### config.mk
export PLATFORM = sky130hd
export DESIGN_NAME = tga_pixel_stream_decoder_flat
export DESIGN_NICKNAME = d
export VERILOG_FILES = /design/src/rtl/tgad_pkg.sv /design/src/rtl/tgad_byte_if.sv /design/src/rtl/tgad_span_if.sv /design/src/rtl/tgad_cfg.sv /design/src/rtl/tgad_ctrl.sv /design/src/rtl/tgad_dp.sv /design/src/rtl/tga_pixel_stream_decoder.sv /design/src/flat_wrapper.sv
export SDC_FILE = /design/constraint.sdc
export NUM_CORES = 1
export LEC_CHECK = 0
export BUFFER_PORTS_ARGS = -buffer_cell sky130_fd_sc_hd__buf_4
export CORE_MARGIN = 4
export CORE_UTILIZATION = 55
export DETAILED_ROUTE_END_ITERATION = 8
export PLACE_DENSITY = 0.83
export SLEW_MARGIN = 20
export SYNTH_ARGS = -nofsm -noshare
export SYNTH_HDL_FRONTEND = slang
export SYNTH_SLANG_ARGS = --single-unit
### constraint.sdc
create_clock -name i_clk -period 7.1 [get_ports i_clk]
set_input_delay 0.71 -clock i_clk [delete_from_list [all_inputs] [get_ports i_clk]]
set_output_delay 0.71 -clock i_clk [all_outputs]
set_load 0.02 [all_outputs]
### src/rtl/tgad_pkg.sv
// Shared types, constants and helper functions of the TGA pixel stream decoder.
`default_nettype none
package tgad_pkg;

    localparam int MAX_WIDTH  = 4096;
    localparam int MAX_HEIGHT = 4096;

    // Fixed field widths of the configuration and payload.
    localparam int DIM_W   = 13;
    localparam int COL_W   = $clog2(MAX_WIDTH);
    localparam int ROW_W   = $clog2(MAX_HEIGHT + 1);
    localparam int ROWI_W  = $clog2(MAX_HEIGHT);
    localparam int INDEX_W = 24;
    localparam int ADDR_W  = 5;

    // Configuration register indexes.
    localparam logic [2:0] REG_WIDTH   = 3'd0;
    localparam logic [2:0] REG_HEIGHT  = 3'd1;
    localparam logic [2:0] REG_FORMAT  = 3'd2;
    localparam logic [2:0] REG_TOPDOWN = 3'd3;
    localparam logic [2:0] REG_PREMULT = 3'd4;

    typedef enum logic [1:0] {
        FMT_GREY8  = 2'd0,
        FMT_BGR24  = 2'd1,
        FMT_BGRA32 = 2'd2,
        FMT_RLE32  = 2'd3
    } t_fmt;

    typedef enum logic [1:0] {
        ST_IDLE,
        ST_MUL,
        ST_LOAD,
        ST_OUT
    } t_state;

    typedef struct packed {
        logic [DIM_W-1:0] width;
        logic [DIM_W-1:0] height;
        t_fmt             fmt;
        logic             top_down;
        logic             premult;
    } t_cfg;

    typedef struct packed {
        logic take;
        logic mul;
        logic load;
    } t_cmd;

    typedef struct packed {
        logic emits;
        logic more;
    } t_stat;

    // floor(x / 255) for x up to 255 * 255.
    function automatic logic [7:0] div255(input logic [15:0] x);
        logic [16:0] t;
        t = {1'b0, x} + 17'({8'd0, x[15:8]}) + 17'd1;
        return t[15:8];
    endfunction

endpackage
`default_nettype wire

### src/rtl/tgad_byte_if.sv
// Byte input channel of the decoder.
`default_nettype none
interface tgad_byte_if;
    logic       valid;
    logic       ready;
    logic [7:0] data_byte;

    modport source (output valid, output data_byte, input ready);
    modport sink (input valid, input data_byte, output ready);
endinterface
`default_nettype wire

### src/rtl/tgad_span_if.sv
// Span output channel of the decoder.
`default_nettype none
interface tgad_span_if;
    logic        valid;
    logic        ready;
    logic [31:0] pixel_color;
    logic [23:0] start_index;
    logic [7:0]  span_count;
    logic        run_last;
    logic        image_done;

    modport source (output valid, output pixel_color, output start_index,
                    output span_count, output run_last, output image_done,
                    input ready);
    modport sink (input valid, input pixel_color, input start_index,
                  input span_count, input run_last, input image_done,
                  output ready);
endinterface
`default_nettype wire

### src/rtl/tgad_cfg.sv
// APB configuration registers of the decoder.
`default_nettype none
module tgad_cfg (
    input  wire logic                       i_clk,
    input  wire logic                       i_rst_n,
    input  wire logic                       psel,
    input  wire logic                       penable,
    input  wire logic                       pwrite,
    input  wire logic [tgad_pkg::ADDR_W-1:0] paddr,
    input  wire logic [31:0]                pwdata,
    output logic      [31:0]                prdata,
    output logic                            pready,
    output tgad_pkg::t_cfg                  o_cfg,
    output logic                            o_restart
);

    tgad_pkg::t_cfg r_cfg;
    logic [2:0]     idx;
    logic           wr;

    assign idx    = paddr[4:2];
    assign wr     = psel && penable && pwrite;
    assign pready = 1'b1;
    assign o_cfg  = r_cfg;

    // Any write to a defined register restarts decoding.
    always_comb begin
        o_restart = 1'b0;
        if (wr) begin
            case (idx)
                tgad_pkg::REG_WIDTH, tgad_pkg::REG_HEIGHT, tgad_pkg::REG_FORMAT,
                tgad_pkg::REG_TOPDOWN, tgad_pkg::REG_PREMULT: o_restart = 1'b1;
                default: o_restart = 1'b0;
            endcase
        end
    end

    always_ff @(posedge i_clk) begin
        if (!i_rst_n) begin
            r_cfg.width    <= tgad_pkg::DIM_W'(4);
            r_cfg.height   <= tgad_pkg::DIM_W'(1);
            r_cfg.fmt      <= tgad_pkg::FMT_BGRA32;
            r_cfg.top_down <= 1'b0;
            r_cfg.premult  <= 1'b0;
        end else if (wr) begin
            unique case (idx)
                tgad_pkg::REG_WIDTH:   r_cfg.width    <= pwdata[tgad_pkg::DIM_W-1:0];
                tgad_pkg::REG_HEIGHT:  r_cfg.height   <= pwdata[tgad_pkg::DIM_W-1:0];
                tgad_pkg::REG_FORMAT:  r_cfg.fmt      <= tgad_pkg::t_fmt'(pwdata[1:0]);
                tgad_pkg::REG_TOPDOWN: r_cfg.top_down <= pwdata[0];
                tgad_pkg::REG_PREMULT: r_cfg.premult  <= pwdata[0];
                default: ;
            endcase
        end
    end

    always_comb begin
        unique case (idx)
            tgad_pkg::REG_WIDTH:   prdata = 32'(r_cfg.width);
            tgad_pkg::REG_HEIGHT:  prdata = 32'(r_cfg.height);
            tgad_pkg::REG_FORMAT:  prdata = 32'(r_cfg.fmt);
            tgad_pkg::REG_TOPDOWN: prdata = 32'(r_cfg.top_down);
            tgad_pkg::REG_PREMULT: prdata = 32'(r_cfg.premult);
            default:               prdata = 32'd0;
        endcase
    end

endmodule
`default_nettype wire

### src/rtl/tgad_ctrl.sv
// Controller state machine sequencing byte intake, span computation and output.
`default_nettype none
module tgad_ctrl (
    input  wire logic          i_clk,
    input  wire logic          i_rst_n,
    input  wire logic          i_restart,
    input  wire logic          i_in_valid,
    input  wire logic          i_out_ready,
    input  wire tgad_pkg::t_stat i_stat,
    output tgad_pkg::t_cmd     o_cmd,
    output logic               o_in_ready,
    output logic               o_out_valid
);

    tgad_pkg::t_state r_state;
    tgad_pkg::t_state n_state;

    always_ff @(posedge i_clk) begin
        if (!i_rst_n || i_restart) begin
            r_state <= tgad_pkg::ST_IDLE;
        end else begin
            r_state <= n_state;
        end
    end

    always_comb begin
        n_state     = r_state;
        o_cmd       = '0;
        o_in_ready  = 1'b0;
        o_out_valid = 1'b0;
        unique case (r_state)
            tgad_pkg::ST_IDLE: begin
                o_in_ready = 1'b1;
                if (i_in_valid) begin
                    o_cmd.take = 1'b1;
                    if (i_stat.emits) n_state = tgad_pkg::ST_MUL;
                end
            end
            tgad_pkg::ST_MUL: begin
                o_cmd.mul = 1'b1;
                n_state   = tgad_pkg::ST_LOAD;
            end
            tgad_pkg::ST_LOAD: begin
                o_cmd.load = 1'b1;
                n_state    = tgad_pkg::ST_OUT;
            end
            tgad_pkg::ST_OUT: begin
                o_out_valid = 1'b1;
                if (i_out_ready) begin
                    // A repeat packet continues on the next row.
                    n_state = i_stat.more ? tgad_pkg::ST_MUL : tgad_pkg::ST_IDLE;
                end
            end
            default: n_state = tgad_pkg::ST_IDLE;
        endcase
    end

endmodule
`default_nettype wire

### src/rtl/tgad_dp.sv
// Datapath: byte assembly, packet tracking, premultiply and span addressing.
`default_nettype none
module tgad_dp (
    input  wire logic                         i_clk,
    input  wire logic                         i_rst_n,
    input  wire logic                         i_restart,
    input  wire tgad_pkg::t_cfg               i_cfg,
    input  wire tgad_pkg::t_cmd               i_cmd,
    input  wire logic [7:0]                   i_byte,
    output tgad_pkg::t_stat                   o_stat,
    output logic      [31:0]                  o_color,
    output logic      [tgad_pkg::INDEX_W-1:0] o_start,
    output logic      [7:0]                   o_count,
    output logic                              o_last,
    output logic                              o_done
);

    localparam int DW = tgad_pkg::DIM_W;
    localparam int CW = tgad_pkg::COL_W;
    localparam int RW = tgad_pkg::ROW_W;
    localparam int IW = tgad_pkg::ROWI_W;
    localparam int XW = tgad_pkg::INDEX_W;

    // Decoder state.
    logic [1:0]    r_phase;
    logic [7:0]    r_blue, r_green, r_red;
    logic [7:0]    r_left;
    logic          r_rep;
    logic [CW-1:0] r_col;
    logic [RW-1:0] r_row;
    logic          r_fin;

    // Completed pixel and its products.
    logic [7:0]    r_pb, r_pg, r_pr, r_pa;
    logic          r_pm;
    logic [15:0]   r_prod_b, r_prod_g, r_prod_r;
    logic [XW-1:0] r_base;

    // Output payload.
    logic [31:0]   r_color;
    logic [XW-1:0] r_start;
    logic [7:0]    r_count;
    logic          r_last, r_done, r_more;

    logic [DW-1:0]    w_eff, h_eff, room, cnt, col_sum, row_tmp;
    logic [RW-1:0]    row_next;
    logic [IW-1:0]    row_eff;
    logic [IW+DW-1:0] base_prod;
    logic             rep_span, wrap, fin_now;
    logic [7:0]       left_next;
    logic [31:0]      color;

    always_comb begin
        if (i_cfg.width < DW'(4))                       w_eff = DW'(4);
        else if (i_cfg.width > DW'(tgad_pkg::MAX_WIDTH)) w_eff = DW'(tgad_pkg::MAX_WIDTH);
        else                                            w_eff = i_cfg.width;
        if (i_cfg.height < DW'(1))                        h_eff = DW'(1);
        else if (i_cfg.height > DW'(tgad_pkg::MAX_HEIGHT)) h_eff = DW'(tgad_pkg::MAX_HEIGHT);
        else                                              h_eff = i_cfg.height;
    end

    // Whether the byte in front of the intake completes a pixel.
    always_comb begin
        o_stat.emits = 1'b0;
        if (!r_fin) begin
            case (i_cfg.fmt)
                tgad_pkg::FMT_GREY8: o_stat.emits = 1'b1;
                tgad_pkg::FMT_BGR24: o_stat.emits = (r_phase != 2'd0) && (r_phase != 2'd1);
                default: o_stat.emits = (r_phase == 2'd3) &&
                    !(i_cfg.fmt == tgad_pkg::FMT_RLE32 && r_left == 8'd0);
            endcase
        end
        o_stat.more = r_more;
    end

    assign row_tmp   = h_eff - DW'(1) - DW'(r_row);
    assign row_eff   = i_cfg.top_down ? r_row[IW-1:0] : row_tmp[IW-1:0];
    assign base_prod = row_eff * w_eff;

    assign rep_span  = (i_cfg.fmt == tgad_pkg::FMT_RLE32) && r_rep;
    assign room      = w_eff - DW'(r_col);
    assign cnt       = !rep_span ? DW'(1) : ((DW'(r_left) < room) ? DW'(r_left) : room);
    assign col_sum   = DW'(r_col) + cnt;
    assign wrap      = col_sum >= w_eff;
    assign row_next  = r_row + RW'(1);
    assign fin_now   = wrap && (row_next >= RW'(h_eff));
    assign left_next = fin_now ? 8'd0 : (r_left - cnt[7:0]);

    always_comb begin
        if (r_pm) begin
            color = {r_pa, tgad_pkg::div255(r_prod_b), tgad_pkg::div255(r_prod_g),
                     tgad_pkg::div255(r_prod_r)};
        end else begin
            color = {r_pa, r_pb, r_pg, r_pr};
        end
    end

    always_ff @(posedge i_clk) begin
        if (!i_rst_n || i_restart) begin
            r_phase <= 2'd0;
            r_blue  <= 8'd0;
            r_green <= 8'd0;
            r_red   <= 8'd0;
            r_left  <= 8'd0;
            r_rep   <= 1'b0;
            r_col   <= '0;
            r_row   <= '0;
            r_fin   <= 1'b0;
            r_more  <= 1'b0;
        end else begin
            if (i_cmd.take && !r_fin) begin
                case (i_cfg.fmt)
                    tgad_pkg::FMT_GREY8: begin
                        r_pb <= i_byte;
                        r_pg <= i_byte;
                        r_pr <= i_byte;
                        r_pa <= i_byte;
                        r_pm <= 1'b0;
                    end
                    tgad_pkg::FMT_BGR24: begin
                        if (r_phase == 2'd0) begin
                            r_blue  <= i_byte;
                            r_phase <= 2'd1;
                        end else if (r_phase == 2'd1) begin
                            r_green <= i_byte;
                            r_phase <= 2'd2;
                        end else begin
                            r_phase <= 2'd0;
                            r_pb    <= r_blue;
                            r_pg    <= r_green;
                            r_pr    <= i_byte;
                            r_pa    <= 8'hFF;
                            r_pm    <= 1'b0;
                        end
                    end
                    default: begin
                        if (i_cfg.fmt == tgad_pkg::FMT_RLE32 && r_left == 8'd0) begin
                            // Packet header: count in the low seven bits.
                            r_left  <= {1'b0, i_byte[6:0]} + 8'd1;
                            r_rep   <= i_byte[7];
                            r_phase <= 2'd0;
                        end else if (r_phase == 2'd0) begin
                            r_blue  <= i_byte;
                            r_phase <= 2'd1;
                        end else if (r_phase == 2'd1) begin
                            r_green <= i_byte;
                            r_phase <= 2'd2;
                        end else if (r_phase == 2'd2) begin
                            r_red   <= i_byte;
                            r_phase <= 2'd3;
                        end else begin
                            r_phase <= 2'd0;
                            r_pb    <= r_blue;
                            r_pg    <= r_green;
                            r_pr    <= r_red;
                            r_pa    <= i_byte;
                            r_pm    <= i_cfg.premult;
                        end
                    end
                endcase
            end
            if (i_cmd.load) begin
                if (wrap) begin
                    r_col <= '0;
                    r_row <= row_next;
                end else begin
                    r_col <= col_sum[CW-1:0];
                end
                if (fin_now) r_fin <= 1'b1;
                if (i_cfg.fmt == tgad_pkg::FMT_RLE32) r_left <= left_next;
                r_more <= rep_span && (left_next != 8'd0) && !fin_now;
            end
        end
    end

    always_ff @(posedge i_clk) begin
        if (i_cmd.mul) begin
            r_prod_b <= r_pb * r_pa;
            r_prod_g <= r_pg * r_pa;
            r_prod_r <= r_pr * r_pa;
            r_base   <= base_prod[XW-1:0];
        end
        if (i_cmd.load) begin
            r_color <= color;
            r_start <= r_base + XW'(r_col);
            r_count <= cnt[7:0];
            r_last  <= !(rep_span && (left_next != 8'd0) && !fin_now);
            r_done  <= fin_now;
        end
    end

    assign o_color = r_color;
    assign o_start = r_start;
    assign o_count = r_count;
    assign o_last  = r_last;
    assign o_done  = r_done;

endmodule
`default_nettype wire

### src/rtl/tga_pixel_stream_decoder.sv
// Top level of the TGA pixel stream decoder.
//
//  channel   | dir | handshake          | payload
//  ----------+-----+--------------------+------------------------------------------
//  i_byte    | in  | valid/ready        | data_byte
//  o_span    | out | valid/ready        | pixel_color, start_index, span_count,
//            |     |                    | run_last, image_done
//  APB       | in  | psel/penable/pready| 5 registers at byte addresses 0..16
//
// A byte that completes no pixel is taken while the intake stays ready. A byte
// that completes a pixel is taken, the multiply state then does alpha and row
// multiplies, the load state forms the span, and the output state offers it.
// Each further row span of a repeat packet passes through the same multiply and
// load states. Reset is synchronous; any write to a defined register restarts
// the image. While a span waits for a transfer, the byte input is held off.
`default_nettype none
module tga_pixel_stream_decoder (
    input  wire logic                         i_clk,
    input  wire logic                         i_rst_n,
    tgad_byte_if.sink                         i_byte,
    tgad_span_if.source                       o_span,
    input  wire logic                         psel,
    input  wire logic                         penable,
    input  wire logic                         pwrite,
    input  wire logic [tgad_pkg::ADDR_W-1:0]  paddr,
    input  wire logic [31:0]                  pwdata,
    output logic      [31:0]                  prdata,
    output logic                              pready
);

    tgad_pkg::t_cfg  cfg;
    tgad_pkg::t_cmd  cmd;
    tgad_pkg::t_stat stat;
    logic            restart;

    tgad_cfg u_cfg (
        .i_clk     (i_clk),
        .i_rst_n   (i_rst_n),
        .psel      (psel),
        .penable   (penable),
        .pwrite    (pwrite),
        .paddr     (paddr),
        .pwdata    (pwdata),
        .prdata    (prdata),
        .pready    (pready),
        .o_cfg     (cfg),
        .o_restart (restart)
    );

    tgad_ctrl u_ctrl (
        .i_clk       (i_clk),
        .i_rst_n     (i_rst_n),
        .i_restart   (restart),
        .i_in_valid  (i_byte.valid),
        .i_out_ready (o_span.ready),
        .i_stat      (stat),
        .o_cmd       (cmd),
        .o_in_ready  (i_byte.ready),
        .o_out_valid (o_span.valid)
    );

    tgad_dp u_dp (
        .i_clk     (i_clk),
        .i_rst_n   (i_rst_n),
        .i_restart (restart),
        .i_cfg     (cfg),
        .i_cmd     (cmd),
        .i_byte    (i_byte.data_byte),
        .o_stat    (stat),
        .o_color   (o_span.pixel_color),
        .o_start   (o_span.start_index),
        .o_count   (o_span.span_count),
        .o_last    (o_span.run_last),
        .o_done    (o_span.image_done)
    );

endmodule
`default_nettype wire
### src/flat_wrapper.sv
// flat-port wrapper written by rule: the top's interface ports become plain ports
module tga_pixel_stream_decoder_flat 
  (i_clk, i_rst_n, psel, penable, pwrite, paddr, pwdata, prdata, pready, i_byte_valid, i_byte_data_byte, i_byte_ready, o_span_valid, o_span_pixel_color, o_span_start_index, o_span_span_count, o_span_run_last, o_span_image_done, o_span_ready);
  tgad_byte_if i_byte_i ();
  tgad_span_if o_span_i ();
  input  wire logic i_clk;
  input  wire logic i_rst_n;
  input  wire logic psel;
  input  wire logic penable;
  input  wire logic pwrite;
  input  wire logic [tgad_pkg::ADDR_W-1:0] paddr;
  input  wire logic [31:0] pwdata;
  output logic      [31:0] prdata;
  output logic pready;
  input wire logic [$bits(i_byte_i.valid)-1:0] i_byte_valid;
  input wire logic [$bits(i_byte_i.data_byte)-1:0] i_byte_data_byte;
  output wire logic [$bits(i_byte_i.ready)-1:0] i_byte_ready;
  output wire logic [$bits(o_span_i.valid)-1:0] o_span_valid;
  output wire logic [$bits(o_span_i.pixel_color)-1:0] o_span_pixel_color;
  output wire logic [$bits(o_span_i.start_index)-1:0] o_span_start_index;
  output wire logic [$bits(o_span_i.span_count)-1:0] o_span_span_count;
  output wire logic [$bits(o_span_i.run_last)-1:0] o_span_run_last;
  output wire logic [$bits(o_span_i.image_done)-1:0] o_span_image_done;
  input wire logic [$bits(o_span_i.ready)-1:0] o_span_ready;
  assign i_byte_i.valid = i_byte_valid;
  assign i_byte_i.data_byte = i_byte_data_byte;
  assign i_byte_ready = i_byte_i.ready;
  assign o_span_valid = o_span_i.valid;
  assign o_span_pixel_color = o_span_i.pixel_color;
  assign o_span_start_index = o_span_i.start_index;
  assign o_span_span_count = o_span_i.span_count;
  assign o_span_run_last = o_span_i.run_last;
  assign o_span_image_done = o_span_i.image_done;
  assign o_span_i.ready = o_span_ready;
  tga_pixel_stream_decoder u_core (.i_clk(i_clk), .i_rst_n(i_rst_n), .i_byte(i_byte_i), .o_span(o_span_i), .psel(psel), .penable(penable), .pwrite(pwrite), .paddr(paddr), .pwdata(pwdata), .prdata(prdata), .pready(pready));
endmodule
After elaboration in Yosys (flattened, before gate mapping)
Index checks and enable logic that the tools add are counted.
{ "op_classes": {"add_sub_neg": 14, "mul": 4, "magnitude_cmp": 7, "n_eq_ne": 23, "mux": 80, "n_bitwise": 6, "reduce_logical": 38} }
{ "ops": {"columns": ["op", "count"], "rows": [
  ["$mux W8", 35],
  ["$pmux W8 S2", 6],
  ["$mux W13", 6],
  ["$pmux W13 S5", 1],
  ["$add A16 B1 Y16 const B", 3],
  ["$add A16 B8 Y16", 3],
  ["$mul A8 B8 Y16", 3],
  ["$ge A13 B13 Y1", 2],
  ["$gt A13 B13 Y1 const B", 2],
  ["$add A24 B12 Y24", 1],
  ["$mul A12 B13 Y24", 1],
  ["$mux W12", 2],
  ["$mux W24", 1],
  ["$mux W2", 9],
  ["$mux W1", 16],
  ["$reduce_and A2 Y1", 8],
  ["$add A12 B13 Y13", 1],
  ["$add A13 B1 Y13 const B", 1],
  ["$lt A13 B1 Y1 const B", 1],
  ["$lt A13 B3 Y1 const B", 1],
  ["$lt A8 B13 Y1", 1],
  ["$sub A13 B12 Y13", 1],
  ["$sub A12 B1 Y12 const B", 1],
  ["$sub A12 B12 Y12", 1],
  ["27 further kinds", 65]
]} }
{ "totals": {"register_bits": 265, "in_bits": 52, "out_inout_bits": 101, "wordCells": 202} }

Longest topological paths before layout
{ "logic_depth": {"ltp_word": 15, "ltp_mapped": 41, "ltp_nobuf": 38} }

Modules after synthesis
From an unflattened synthesis, not the netlist that was laid out.
{ "unflattened": {"hier_cells": 2831, "area_unflattened_um2": 26210.1} }
{ "modules_own_cells": {"columns": ["module", "n_inst", "cells_each", "area_each_um2"], "rows": [
  ["tgad_dp", 1, 2620, 24329.6],
  ["tgad_cfg", 1, 187, 1654.1],
  ["tgad_ctrl", 1, 24, 226.5]
]} }

Least setup slack after synthesis
No wires, ideal clock.
{ "synth_path": {"kind": "flip-flop to flip-flop", "start": "reg u_core.u_cfg.r_cfg, in the netlist u_core.u_cfg.o_cfg[23]", "end": "reg u_core.u_dp.r_fin", "setup_time_ns": 0.115, "arrival_time_ns": 7.604, "t_required_ns": 6.985, "path_slack_ns": -0.618, "path_stages_with_launch": 39, "path_buffers": 3, "period_less_slack_ns": 7.718, "cell_sequence": "dfxtp_1 > nor4_1 > a31oi_1 > nand2_1 > ha_1 > inv_1 > fa_1 > a211oi_1 > nor3_4 > o21ai_0 > nand2_1 > xnor2_1 > ha_1 > o21a_1 > o21ai_0 > a2111oi_0 > o2111ai_1 > or4_1 > [3 not listed] > ha_1 > inv_1 > fa_1 > nor2b_1 > o21ai_0 > a21oi_1 > o21ai_0 > a21oi_1 > o211ai_1 > a21o_1 > and2_1 > ha_1 > a2111oi_0 > o211ai_1 > nand3_1 > clkbuf_1 > nor2_1 > o21a_1"} }
{ "synth_between": {"elab_chain_cells": 11} }
{ "synth_rtl": {"columns": ["element", "line_no", "text"], "rows": [
  ["from (decl)", "tgad_cfg.sv:17", "tgad_pkg::t_cfg r_cfg;"],
  ["$gt A13 B13 Y1", "tgad_dp.sv:55", "else if (i_cfg.width > DW'(tgad_pkg::MAX_WIDTH)) w_eff = DW'(tgad_pkg::MAX_WIDTH);"],
  ["$mux W13", "tgad_dp.sv:55", null],
  ["$mux W13 (*)", "tgad_dp.sv:54", "if (i_cfg.width < DW'(4)) w_eff = DW'(4);"],
  ["$sub A13 B12 Y13 (*)", "tgad_dp.sv:81", "assign room = w_eff - DW'(r_col);"],
  ["$lt A8 B13 Y1", "tgad_dp.sv:82", "assign cnt = !rep_span ? DW'(1) : ((DW'(r_left) < room) ? DW'(r_left) : room);"],
  ["$mux W13 (*) (2 in a row)", "tgad_dp.sv:82", null],
  ["via u_core.u_dp.cnt[0]", "tgad_dp.sv:45", "logic [DW-1:0] w_eff, h_eff, room, cnt, col_sum, row_tmp;"],
  ["$add A12 B13 Y13 (*)", "tgad_dp.sv:83", "assign col_sum = DW'(r_col) + cnt;"],
  ["$ge A13 B13 Y1 (*)", "tgad_dp.sv:84", "assign wrap = col_sum >= w_eff;"],
  ["$logic_and A1 B1 Y1 (*)", "tgad_dp.sv:86", "assign fin_now = wrap && (row_next >= RW'(h_eff));"],
  ["$reduce_and A2 Y1 (no source line) (*)", null, null],
  ["to (signal assigned)", "tgad_dp.sv:108", "r_fin <= 1'b0;"],
  ["to (signal assigned)", "tgad_dp.sv:169", "if (fin_now) r_fin <= 1'b1;"],
  ["to (decl)", "tgad_dp.sv:31", "logic r_fin;"]
]} }
The timed path passes the listed nets; every way through them passes the cells marked *.
A chain may end at the register's enable or synchronous reset.

Worst setup path after layout
{ "layout_path": {"start": "reg u_core.u_cfg.r_cfg, in the netlist u_core.u_cfg.o_cfg[26]", "end": "reg u_core.u_dp.r_col[6]"} }
{ "layout_between": {"elab_chain_cells": 10} }
{ "layout_rtl": {"columns": ["element", "line_no", "text"], "rows": [
  ["$gt A13 B13 Y1", "tgad_dp.sv:55", null],
  ["$mux W13", "tgad_dp.sv:55", null],
  ["$mux W13 (*)", "tgad_dp.sv:54", null],
  ["$sub A13 B12 Y13 (*)", "tgad_dp.sv:81", null],
  ["$lt A8 B13 Y1", "tgad_dp.sv:82", null],
  ["$mux W13 (*) (2 in a row)", "tgad_dp.sv:82", null],
  ["via u_core.u_dp.cnt[0]", "tgad_dp.sv:45", null],
  ["$add A12 B13 Y13 (*)", "tgad_dp.sv:83", null],
  ["$ge A13 B13 Y1", "tgad_dp.sv:84", null],
  ["$mux W12 (*)", "tgad_dp.sv:163", "if (wrap) begin"],
  ["to (signal assigned)", "tgad_dp.sv:167", "r_col <= col_sum[CW-1:0];"],
  ["to (decl)", "tgad_dp.sv:29", "logic [CW-1:0] r_col;"]
]} }
Marked as above.

==> impl_results.md <==
- Run status: finished with violations
- Failing checks: negative setup slack
- Net count, final: 3665
- Placed inst area: 0.0286 mm²
- Area Growth Syn to Fin: 17.7%
- Detailed router's first-iteration violation count: 1833
- Number of H-tree levels: 1
- Power density of the placed cells: 162 mW/mm²
- Max stage delay on crit path: 0.51 ns
- Number of buffers on the longest clock path: 3
- Min setup slack post-route: -0.457 ns
- Worst Reg-to-Reg Cells: 39
- Synth Register Bits: 265
- Worst r2r src: u_core.u_cfg.o_cfg[26]
- Count of buffers from port buffering: 111
- Number of synthesized flops with an enable pin: 171
- Core Box Area: 0.0467 mm²
- Worst clock skew on the final layout: 0.0781 ns
- Area of the multi-input gates: 0.0180 mm²
- Detailed-route wire length: 67700 µm
- Proportion of layout cells with a drive suffix above 1: 17.5%
- WP data arrival: 8.04 ns
- Design Area, Final: 0.0307 mm²
- Data required time at the worst endpoint: 7.58 ns
- Syn_area_per_cell: 9.11 µm²
- Static power due to leakage: 0.0140 µW
- Period Utilization, post-route: 106%
- Total Routing Usage GR: 25.7%
- Synthesis Warnings: 0
- Hold depth: 3
- Average via count per standard cell: 5.77
- Wire length of the first global-routing pass: 108000 µm
- Setup total negative slack: -16.90 ns
- Worst hold-check slack: 0.340 ns
- CTS tree: yes
- Antenna viol nets, final: 0
- Crit path max-delay cell type: sky130_fd_sc_hd__or4_4
- Die Span X: 226 µm
- Sinks on Clock Net: 265
- Max-capacitance violation count: 0
- FF/Latch Area: 0.00702 mm²
- Count of final max-slew check failures: 0
- Largest voltage drop on the vdd net: 0.190 mV
- Antenna violations before repair: 0
- Number of inserted diodes: 0
- Final setup violation count: 48
- Number of ports placed on the die boundary: 153
- Post-Synthesis Cell Area: 0.0260 mm²
- DPL Wire Length: 49500 µm
- Critical path fanouts, max: 7
- Max Fclk: 132 MHz
- Initial Utilization: 55.8%
- Most frequent standard cell in the layout excluding fill and tap cells: sky130_fd_sc_hd__inv_1
- Count of distinct cell types in the synthesized netlist: 72
- Total clock buffers created by CTS: 30
- Relative max-transition margin: 26.5%
- Proportion of register bits with asynchronous set or reset after synthesis: 0%
- Critical path launch point type: flip-flop
- Share of synthesized area occupied by flip-flops and latches: 26.9%
- Root buf cell: sky130_fd_sc_hd__clkbuf_16
- Top flip-flop cell by instance count after synthesis: sky130_fd_sc_hd__edfxtp_1
- Commonest cells after routing, fill and taps aside: 368 x sky130_fd_sc_hd__inv_1, 332 x sky130_fd_sc_hd__nand2_1, 309 x sky130_fd_sc_hd__buf_4
- Clock slew at reported path FFs: 0.07 ns
- Post-Place Setup Slack: -0.706 ns
- Endpoint of the worst register-to-register path: u_core.u_dp.r_col[6]
- Path type of the worst setup path: reg -> reg
- Worst min-delay path endpoint: u_core.u_cfg.o_cfg[3]
- Total overflow reported by the global router: 0
- Final Hold Violating Endpoints: 0
- Residual DRC count: 0
- Unrepaired setup endpoints after global routing: yes
- Hold Crit Class: in -> reg
- Worst slew pin tran: 1.10 ns
- Fill cell instance count of the final layout: 3436
- Launch point of the critical path: u_core.u_cfg.o_cfg[26]
- Largest net degree at the start of global routing: 73
- Row Count: 79
- Post-layout minimum cycle time: 7.56 ns
- Most common cell on crit path: sky130_fd_sc_hd__o21ai_2
- Count of mapped cells out of synthesis: 2858
- Later-pin clock latency in the skew report: 0.63 ns
- Sum of internal, switching and leakage power: 4970 µW
- Register-to-register path setup slack: -0.46 ns
- Vias in the first global route: 22610
- Length of the first detailed-routing pass in iterations: 8
- Die extent in y: 226 µm
- Crit end category: flip-flop
- Final GP Congestion: 0.946
- Via count: 21567
- Origin of the worst min-delay path: pwdata[1]
- Die ar.: 0.0509 mm²
- Average routed wire per standard cell: 18.1 µm
[repair_timing]
item / in CTS / in global routing
gates cloned: 2 / 1
buffers inserted: 28 / 17
setup endpoints to repair: 48 / 51
hold buffers: 0 / 0
resized for setup: 71 / 110
pin swaps: 90 / 98
[metal layers]
layer / vias up / global-route usage (%) / wire length (µm)
met3: 234 / 3.25 / 4260
met5: - / 0 / 0
met2: 850 / 46.5 / 34500
met4: 0 / 11.7 / 3260
li1: 9856 / - / -
met1: 10627 / 30.6 / 25700
[where the power goes]
group / switching, µW / total [µW] / leakage (µW) / internal, µW
registers: 97.3 / 1920 / 0.00232 / 1830
logic: 855 / 1540 / 0.0112 / 689
clock network: 688 / 1500 / 0.000452 / 815
[worst max path at each step]
stage / endpoint / cells after the start
final: u_core.u_dp.r_col[6] / 39
after global routing: u_core.u_dp.r_base[17] / 37
after CTS: u_core.u_dp.r_col[1] / 38
after detailed placement: u_core.u_dp.r_col[3] / 40
after global placement: u_core.u_dp.r_base[23] / 33
after floorplan: u_core.u_dp.r_base[23] / 33
[registers in the layout (all words and copies together), names as in the netlist, 12 cells and up]
name	cells
u_core.u_cfg.o_cfg	30
u_core.u_dp.r_col	12
u_core.u_dp.o_start	24
u_core.u_dp.r_prod_b	16
u_core.u_dp.r_row	13
u_core.u_dp.r_prod_g	16
u_core.u_dp.r_prod_r	16
u_core.u_dp.r_base	24
u_core.u_dp.o_color	32
[cell families (layout without fill, tap and decap cells)]
kind of cell | Yosys count | count (layout) | share of synthesized area (%)
muxes | 59 | 59 | 2.38
DFF | 265 | 265 | 26.9
AOI/OAI and AO/OA | 401 | 401 | 9.72
and+or+nand+nor | 971 | 971 | 17.6
adders and majority gates | 510 | 510 | 30.9
buffers and inverters | 510 | 758 | 7.66
other | 2 | 24 | 0.0288
xor gates and xnor gates | 140 | 140 | 4.76
[cell type report]
class / instances / share of cell area [%]
repair buffers: 325 / 8.38
flip-flops and latches: 265 / 22.9
clock buffers: 40 / 2.64
inverters: 377 / 4.61
clock inverters: 16 / 0.437
well taps: 607 / 2.48
multi-input cells: 2105 / 58.6
[metrics by stage]
stage	util, %	cells
floorplan	-	2880
global placement	61.2	3632
detailed placement	61.2	3632
CTS	64.4	3718
global route	65.7	3735
finish	65.7	3735
[cells in the mapped netlist, types with 4 or more instances]
cell type                   count  area, µm²
sky130_fd_sc_hd__a2111oi_0      4       35.0
sky130_fd_sc_hd__a211oi_1      13       97.6
sky130_fd_sc_hd__a21boi_0      40        300
sky130_fd_sc_hd__a21o_1        23        173
sky130_fd_sc_hd__a21oi_1      117        586
sky130_fd_sc_hd__a31oi_1       11       68.8
sky130_fd_sc_hd__a41oi_1        5       43.8
sky130_fd_sc_hd__and2_1       154        963
sky130_fd_sc_hd__and3_1        23        144
sky130_fd_sc_hd__buf_1          7       26.3
sky130_fd_sc_hd__buf_4         21        158
sky130_fd_sc_hd__clkbuf_1     103        387
sky130_fd_sc_hd__dfxtp_1       94       1880
sky130_fd_sc_hd__edfxtp_1     171       5130
sky130_fd_sc_hd__fa_1         222       4440
sky130_fd_sc_hd__ha_1         287       3590
sky130_fd_sc_hd__inv_1        374       1400
sky130_fd_sc_hd__mux2_2        12        135
sky130_fd_sc_hd__mux2i_1       45        450
sky130_fd_sc_hd__nand2_1      339       1270
sky130_fd_sc_hd__nand2b_1      31        194
sky130_fd_sc_hd__nand3_1       51        255
sky130_fd_sc_hd__nand4_1       16        100
sky130_fd_sc_hd__nor2_1       228        856
sky130_fd_sc_hd__nor2b_1       29        181
sky130_fd_sc_hd__nor3_1        46        230
sky130_fd_sc_hd__nor3b_1        5       37.5
sky130_fd_sc_hd__nor4_1        13       81.3
sky130_fd_sc_hd__o211a_1       11        110
sky130_fd_sc_hd__o211ai_1       9       67.6
sky130_fd_sc_hd__o21a_1        25        188
sky130_fd_sc_hd__o21ai_0       95        475
sky130_fd_sc_hd__o21ai_1        6       30.0
sky130_fd_sc_hd__o21bai_1       5       37.5
sky130_fd_sc_hd__o22ai_1        7       43.8
sky130_fd_sc_hd__o31a_1         4       35.0
sky130_fd_sc_hd__o31ai_1        4       30.0
sky130_fd_sc_hd__o41ai_1        8       70.1
sky130_fd_sc_hd__or2_2          9       56.3
sky130_fd_sc_hd__or3_1          9       56.3
sky130_fd_sc_hd__or4_1          4       30.0
sky130_fd_sc_hd__xnor2_1       92        806
sky130_fd_sc_hd__xor2_1        47        412
[worst max-delay path, delay by kind of cell (launching register included)]
kind | cells | cell delay, ns
buffers and inverters | 6 | 0.69
and+or+nand+nor | 8 | 1.56
DFF | 1 | 0.34
AOI/OAI and AO/OA | 18 | 3.07
xor gates and xnor gates | 1 | 0.15
adders and majority gates | 6 | 1.57
No activity file was read; power rests on OpenSTA's default activity.
